$ cat config.mk
export PLATFORM = sky130hd
export DESIGN_NAME = sfdd_disk
export DESIGN_NICKNAME = d
export VERILOG_FILES = /design/src/hdl/saturation_flag_disk_dilation_assert.svh /design/src/hdl/sfdd_pkg.sv /design/src/hdl/sfdd_disk.sv
export SDC_FILE = /design/constraint.sdc
export NUM_CORES = 1
export LEC_CHECK = 0
export BUFFER_PORTS_ARGS = -buffer_cell sky130_fd_sc_hd__buf_2
export CAP_MARGIN = 20
export CORE_MARGIN = 2
export CORE_UTILIZATION = 70
export CTS_BUF_LIST = sky130_fd_sc_hd__clkbuf_4 sky130_fd_sc_hd__clkbuf_8
export CTS_CLUSTER_SIZE = 25
export DETAILED_ROUTE_END_ITERATION = 7
export GPL_ROUTABILITY_DRIVEN = 0
export GPL_TIMING_DRIVEN = 0
export PLACE_DENSITY = 0.9
export SLEW_MARGIN = 20
export SYNTH_ARGS = -nofsm -noshare
export SYNTH_HDL_FRONTEND = slang
export SYNTH_SLANG_ARGS = --single-unit
export TNS_END_PERCENT = 10
$ cat constraint.sdc
create_clock -name clk -period 15 [get_ports clk]
set_clock_uncertainty 0.2 [all_clocks]
set_input_delay 0.75 -clock clk [delete_from_list [all_inputs] [get_ports clk]]
set_output_delay 0.75 -clock clk [all_outputs]
set_load 0.005 [all_outputs]
$ cat src/hdl/saturation_flag_disk_dilation_assert.svh
// Assertion macros used by the block's top module.
`ifndef SATURATION_FLAG_DISK_DILATION_ASSERT_SVH
`define SATURATION_FLAG_DISK_DILATION_ASSERT_SVH

// An implication that must hold at every clock edge outside reset.
`define SFDD_ASSERT_IMP(label, clk, rst_n, ante, cons, msg) \
  label: assert property (@(posedge clk) disable iff (!rst_n) (ante) |-> (cons)) \
    else $error(msg);

// An implication whose consequent is checked in the cycle after the antecedent.
`define SFDD_ASSERT_NEXT(label, clk, rst_n, ante, cons, msg) \
  label: assert property (@(posedge clk) disable iff (!rst_n) (ante) |=> (cons)) \
    else $error(msg);

`endif

$ cat src/hdl/sfdd_pkg.sv
package sfdd_pkg;

  localparam int DEF_MAX_COLS = 512;
  localparam int DEF_MAX_ROWS = 512;

  localparam int CNT_W = 19;
  localparam logic [CNT_W-1:0] COUNT_MAX = '1;

  typedef enum logic [1:0] {
    OP_WRITE = 2'd0,
    OP_READ  = 2'd1,
    OP_RUN   = 2'd2,
    OP_NONE  = 2'd3
  } op_t;

  typedef enum logic [2:0] {
    CFG_COLS   = 3'd0,
    CFG_ROWS   = 3'd1,
    CFG_THRESH = 3'd2,
    CFG_RADIUS = 3'd3,
    CFG_FLAGS  = 3'd4,
    CFG_ENABLE = 3'd5
  } cfg_idx_t;

  // Control bundle for a sequencer and mask write-back path; no module in the block uses it.
  typedef struct packed {
    logic rd_pend;
    logic rmw_pend;
  } seq_ctl_t;

endpackage

$ cat src/hdl/sfdd_disk.sv
// Disk membership test for one offset: 256*(dx^2+dy^2) <= r^2.
module sfdd_disk
  import sfdd_pkg::*;
#(
  parameter int OFS_W = 5
) (
  input  logic             clk,
  input  logic [OFS_W-1:0] adx,
  input  logic [OFS_W-1:0] ady,
  input  logic [7:0]       radius_q4,
  output logic             inside_r
);

  logic [2*OFS_W:0] sq;
  logic [15:0]      lim;

  assign sq  = (2*OFS_W+1)'(adx * adx) + (2*OFS_W+1)'(ady * ady);
  assign lim = 16'(radius_q4 * radius_q4);

  always_ff @(posedge clk) begin
    inside_r <= ({sq, 8'd0} <= (2*OFS_W+9)'(lim));
  end

endmodule

Word-level counts from Yosys, hierarchy flattened
Cells that the tools add are included.
{"block": "totals", "regBits": 1, "inputBits": 19, "output_inout_bits": 1, "elab_cells": 6}
{"block": "classes", "n_addsub": 1, "n_mul": 3, "magnitude_cmp": 1}
{"op": "multiplier 5 x 5 -> 10 bit", "n": 2}
{"op": "less-or-equal comparator 19 x 16 -> 1 bit", "n": 1}
{"op": "multiplier 8 x 8 -> 16 bit", "n": 1}
{"op": "adder 10 x 10 -> 11 bit", "n": 1}

Logic depth before layout (Yosys ltp)
Gate-level depths: netlist of the first run.
{"block": "logic_depth", "word_depth": 3, "ltp_mapped": 22, "ltp_nobuf": 22}

Least setup slack after synthesis of the first run
OpenSTA, ideal clock, no wires.
{"block": "synth_path", "kind": "input to register", "startpoint": "input radius_q4[5]", "endpoint": "register inside_r", "setup_time_ns": 0.092, "arrival_time_ns": 5.613, "t_required_ns": 14.708, "path_slack_ns": 9.095, "stages": 21, "n_path_buf": 1, "path_cell_list": "clkbuf_1 > inv_1 > nor2_1 > fa_1 > fa_1 > inv_1 > fa_1 > fa_1 > inv_1 > ha_1 > or3_1 > o32ai_2 > o21bai_1 > a21oi_1 > xor2_1 > ha_1 > a21oi_1 > o21ai_0 > a221oi_1 > a21oi_1 > nor4_1"}
{"block": "synth_via", "elab_chain_cells": 2}
{"item": "start, declared", "line": "sfdd_disk.sv:10", "rtl": "input logic [7:0] radius_q4,"}
{"item": "multiplier 8 x 8 -> 16 bit", "line": "sfdd_disk.sv:18", "rtl": "assign lim = 16'(radius_q4 * radius_q4);"}
{"item": "less-or-equal comparator 19 x 16 -> 1 bit", "line": "sfdd_disk.sv:21", "rtl": "inside_r <= ({sq, 8'd0} <= (2*OFS_W+9)'(lim));"}
{"item": "end signal, assigned", "line": "sfdd_disk.sv:21"}
{"item": "end, declared", "line": "sfdd_disk.sv:11", "rtl": "output logic inside_r"}
No other way between the ends.

Final worst setup path of the first run
Ends and elaborated chain as after synthesis.

==> out/qor.txt, run 1 <==
Status: complete, no violations
Crit path DAT: 6250 ps
Initial Util: 72.1%
Largest net degree at the start of global routing: 11
Top reg by flops: inside_r
Share of cells above drive strength 1: 6.38%
Crit share post-route: 43.7%
Fillers: 295
Drt first pass iters: 4
DP Worst Slack: 8450 ps
Family with the most delay on the worst path: adder cells
Vias in the first global route: 2,425
Critical Path Fanout Max: 10
Setup Buffers After CTS: 0
Core box area: 0.00429 mm^2
Max-slew violation count: 0
Number of flip-flops in the largest register: 1
Setup_tns: 0 ps
Gr usage total: 24.5%
Synth cell count leaders: inv_1 (77), ha_1 (66), fa_1 (45), and2_1 (35), nand2_1 (20)
Post-Layout Inst Area: 0.00325 mm^2
Max Cap Viol: 0
Crit path top cell by count: fa_1
Num rows: 24
Overall Power: 0.407 mW
IO buf count: 18
Dpl cell area: 0.00325 mm^2
Post-synth top flop: dfxtp_1
GR Overflow Total: 0
Detailed Place HPWL: 5030 um
Yosys warnings: 0
Setup violators final: 0
Initial antenna violation count: 0
DR WL/cell: 13.0 um
Via count: 2,362
Core Util, Final: 75.8%
Regs by FF count: inside_r: 1 flops
DRC: 0
Crit Path Category: in2reg
F_max: 153 MHz
Antenna Cells: 0
Layout net count: 508
Synth area leaders: fa_1 (29%), ha_1 (27%), inv_1 (9.3%)
Req. time, crit path: 14,700 ps
Cell Pwr Density: 125 mW/mm^2
Final worst slack: 8450 ps
Slowest cell on the critical path: fa_1
Fin crit period: 6550 ps
Critical path launch point type: input port
Cell variety after synth: 42
CP cell instances: clkbuf_1 -> inv_1 -> nor2_1 -> fa_1 -> fa_1 -> inv_1 -> fa_1 -> fa_1 -> inv_1 -> ha_1 -> or3_1 -> o32ai_2 -> o21bai_1 -> a21oi_1 -> xor2_1 -> ha_1 -> a21oi_1 -> o21ai_0 -> a221oi_1 -> a21oi_1 -> nor4_1
I/O pins: 20
Yosys top cell by area: fa_1
IR drop worst, VDD: 0.0782 mV
Worst path bufs/invs: 4
Cells after Synth: 358
Number of synthesized register bits: 1
Cell Area, Synth: 0.00310 mm^2
Synth Net Count: 488
Clock slew at reported path FFs: 0 ps
Detailed Route Iter0 Violations: 100
Die Area: 0.00497 mm^2
Post-Route WL: 5560 um
DR vias/cell: 5.52
Placed Cells: 428
Syn_area_per_cell: 8.65 um^2
Post-Layout Cell Count: 428
CTS Hold Bufs: 0
Most common cell in the synthesized netlist: inv_1
CTS resizes: 0
RSZ-0062 raised after global routing: false
Post-synth EDFFs: 0
Area fraction of the dominant cell type after synthesis: 29.1%
Leak: 1.79 nW
Die height: 70.5 um
Crit. End Element: register
Area delta synth->final: 5.01%
First-pass GRT wire length: 10,300 um
Slowest stage delay, CP: 550 ps
Final ANT Viol Nets: 0
Post-synthesis sequential area ratio: 0.646%
Synth async-reset ratio: 0%
Worst min path class: reg2out
Fin. Hold Viols: 0
Die W: 70.5 um
Hold_ws: 925 ps
layer usage:
metal | GRT usage (%) | vias to the layer above | part of all wire [%]
met2 | 42.6 | 28 | 50
met1 | 36.4 | 1142 | 48
li1 | - | 1190 | -
met5 | 0 | - | 0
met3 | 0.577 | 2 | 1.9
met4 | 1.28 | 0 | 0.18
layout make-up:
class | instances | area (um^2) | share of cell area [%]
Buffer | 3 | 11.3 | 0.346
Timing Repair Buffer | 18 | 90.1 | 2.77
Tap cell | 52 | 65.1 | 2.00
Sequential cell | 1 | 20.0 | 0.615
Multi-Input combinational cell | 277 | 2780 | 85.4
Inverter | 77 | 289 | 8.88
cells in the final DEF, fill, tap and decap left out, types with 5 or more instances in the layout:
cell type  instances
a21o_1             6
nand2_1           20
and2_1            35
nor2b_1            7
nand3_1            5
inv_1             77
fa_1              45
a21oi_1           14
xor2_1             6
ha_1              66
xnor2_1           15
nor2_1            14
buf_2             18
worst paths after layout:
| check | slack (ps) | to | cells past startpoint | start |
|---|---|---|---|---|
| worst max-delay path | 8450 | inside_r | 21 | radius_q4[5] |
| worst min-delay path | 930 | inside_r | 1 | inside_r |
cell families (layout without fill, tap and decap cells):
family          Yosys count  in the layout  share of synthesized area (%)
compound gates           47             47                           11.2
xor+xnor                 21             21                           5.94
fa+ha+maj               111            111                           55.7
buf+inv                  80             98                           9.69
flops                     1              1                          0.646
mux                       1              1                          0.323
other cells               2              2                          0.242
simple gates             95             95                           16.2
report_power, final:
group	switching (mW)	internal, mW
Sequential	0.000102	0.00374
Combinational	0.219	0.183
Clock	0	0
Total	0.220	0.187
No activity file was read; power rests on OpenSTA's default activity.
==> inputs of run 2 (changes only) <==
--- a/config.mk
+++ b/config.mk
@@ -5,16 +5,17 @@
 export SDC_FILE = /design/constraint.sdc
 export NUM_CORES = 1
 export LEC_CHECK = 0
+export ABC_AREA = 1
 export BUFFER_PORTS_ARGS = -buffer_cell sky130_fd_sc_hd__buf_2
 export CAP_MARGIN = 20
 export CORE_MARGIN = 2
-export CORE_UTILIZATION = 70
+export CORE_UTILIZATION = 59
 export CTS_BUF_LIST = sky130_fd_sc_hd__clkbuf_4 sky130_fd_sc_hd__clkbuf_8
 export CTS_CLUSTER_SIZE = 25
 export DETAILED_ROUTE_END_ITERATION = 7
 export GPL_ROUTABILITY_DRIVEN = 0
 export GPL_TIMING_DRIVEN = 0
-export PLACE_DENSITY = 0.9
+export PLACE_DENSITY = 0.81
 export SLEW_MARGIN = 20
 export SYNTH_ARGS = -nofsm -noshare
 export SYNTH_HDL_FRONTEND = slang
==> constraint.sdc (replaced) <==
create_clock -name clk -period 5.3 [get_ports clk]
set_clock_uncertainty 0.2 [all_clocks]
set_input_delay 0.265 -clock clk [delete_from_list [all_inputs] [get_ports clk]]
set_output_delay 0.265 -clock clk [all_outputs]
set_load 0.005 [all_outputs]
==> run 2 against run 1 <==
  * Worst setup slack got worse by 8400 ps
  * Core utilization shrank 6.9 points
  * Via count up 11%
  * Routed wire length grew 5.1%
  * Largest cell class unchanged
  * Total power grew to 3.4 times the previous value
  * Sequential cell count did not move
  * Critical path depth up 5
  * Critical endpoint unchanged
  * Highest routed layer is now met3
==> out/qor.txt, run 2 <==
Drt first pass iters: 4
DRC: 0
First-pass GRT wire length: 9930 um
Vias in the first global route: 2,416
Largest net degree at the start of global routing: 12
Status: complete, no violations
Post-Synth Adder-Cell Area: 53.3%
Gr usage total: 19.2%
Synth Net Count: 580
IR drop worst, VDD: 0.249 mV
Req. time, crit path: 5030 ps
Cell Pwr Density: 390 mW/mm^2
Main combinational cell family by area after synthesis: adder cells
Synth cell count leaders: inv_1 (133), nand2_1 (102), ha_1 (66), fa_1 (45), nor2_1 (19)
Synth area leaders: fa_1 (28%), ha_1 (25%), inv_1 (15%)
Die height: 78.1 um
Num rows: 26
Fin. Hold Viols: 0
Clock slew at reported path FFs: 0 ps
Share of cells above drive strength 1: 11.8%
Die Area: 0.00610 mm^2
Regs by FF count: inside_r: 1 flops
Detailed Place HPWL: 4930 um
Initial antenna violation count: 0
Xor and xnor area share after synthesis: 4.86%
Post-synthesis sequential area ratio: 0.618%
Post-synth top flop: dfxtp_1
Crit. End Element: register
Die W: 78.1 um
Storage element area: 20.0 um^2
Antenna Cells: 0
Setup_tns: 0 ps
Post-synth EDFFs: 0
Leak: 2.30 nW
Yosys top cell by area: fa_1
Syn_area_per_cell: 7.20 um^2
GR Overflow Total: 0
Crit share post-route: 99.9%
Post-Layout Inst Area: 0.00358 mm^2
DR WL/cell: 10.9 um
Number of flip-flops in the largest register: 1
Cell variety after synth: 29
Via count: 2,628
Multi-input logic area: 0.00277 mm^2
Number of synthesized register bits: 1
Most common cell in the synthesized netlist: inv_1
Cells after Synth: 450
Worst min path class: reg2out
Initial Util: 62.3%
Max Cap Viol: 0
Max-slew violation count: 0
Critical Path Fanout Max: 8
IO buf count: 14
Synth Area in Compound Gates: 7.14%
Crit path DAT: 5030 ps
Most frequent cells in the layout: inv_1 (130), nand2_1 (97), ha_1 (63)
F_max: 189 MHz
Cell Area, Synth: 0.00324 mm^2
Simple-Gate Fraction of Synth Area: 16.9%
Post-Route WL: 5840 um
DR vias/cell: 4.89
Area delta synth->final: 10.6%
Core box area: 0.00520 mm^2
Detailed Route Iter0 Violations: 93
Hold_ws: 454 ps
Layout net count: 599
Critical path launch point type: input port
Crit Path Category: in2reg
I/O pins: 20
Top reg by flops: inside_r
Fillers: 425
Commonest non-fill, non-tap cell in the layout: inv_1
RSZ-0062 raised after global routing: true
Yosys warnings: 0
Fin crit period: 5290 ps
Synth async-reset ratio: 0%
Final ANT Viol Nets: 0
Setup violators final: 0
Mux cell area share after synthesis: 0%
Area fraction of the dominant cell type after synthesis: 27.8%
Dpl cell area: 0.00340 mm^2
[run 2: cell count changes after synthesis, moves of 4 or more]
cell	delta
nand2_1	+82
inv_1	+56
and2_1	-35
xnor2_1	-9
nor2b_1	-7
xor2_1	+6
nor2_1	+5
nand4_1	+4
nor3_1	-4
o21bai_1	+4
[run 2: worst paths after layout]
path                startpoint  endpoint  depth (start not counted)
setup / recovery  radius_q4[3]  inside_r                         26
hold / removal        inside_r  inside_r                          1
[run 2: power by group]
| part | leakage, nW | switching, mW | internal (mW) |
|---|---|---|---|
| Combinational | 2.29 | 0.807 | 0.581 |
| Sequential | 0.00820 | 0.000416 | 0.0101 |
| Clock | 0 | 0 | 0 |
[run 2: cell type report]
cell class              instances  area share [%]
repair buffers                 18            4.19
plain buffers                   7            1.01
multi-input cells             303            77.3
inverters                     138            14.5
well taps                      70            2.44
flip-flops and latches          1           0.558
[run 2: routing by layer]
| metal | track usage, % | share of wire [%] |
|---|---|---|
| met5 | 0 | 0 |
| met4 | 0.175 | 0 |
| met3 | 0 | 0.99 |
| met2 | 33.4 | 50 |
| met1 | 29.0 | 49 |
[run 2: critical path, stage by stage]
cell and delay [ps]:
buf_2 90, clkbuf_4 180, nand2_1 90, fa_1 510, inv_1 70, fa_1 500
fa_1 550, inv_1 60, fa_1 530, inv_1 40, ha_2 350, nand2_1 70
clkinv_1 70, nand3_1 120, o21ai_4 220, a21oi_2 80, xor2_1 140, ha_1 270
nand2_1 70, nor2_2 160, nand4_1 100, nor2_1 110, nand2_1 80, nand2_2 100
nand4_1 90, nor2_1 100
[run 2: cells by family after synthesis]
kind of cell    count (synthesis)
simple gates                  137
xor+xnor                       18
fa+ha+maj                     111
compound gates                 35
flops                           1
other cells                     2
buf+inv                       146
[run 2: repair_timing]
item / in CTS / in global routing
gates resized for setup: 10 / 34
hold buffers: 0 / 0
setup buffers: 1 / 3
pin swaps: 6 / 22
setup endpoints to repair: 1 / 1
[run 2: per-stage QoR]
stage	power, mW	util [%]	setup WS [ps]	instances
global placement	1.21	65.3	-150	534
global route	1.61	68.9	-290	537
CTS	1.31	66.1	12.9	534
floorplan	1.02	-	391	450
detailed placement	1.26	65.3	-192	534
finish	1.40	68.9	5.70	537
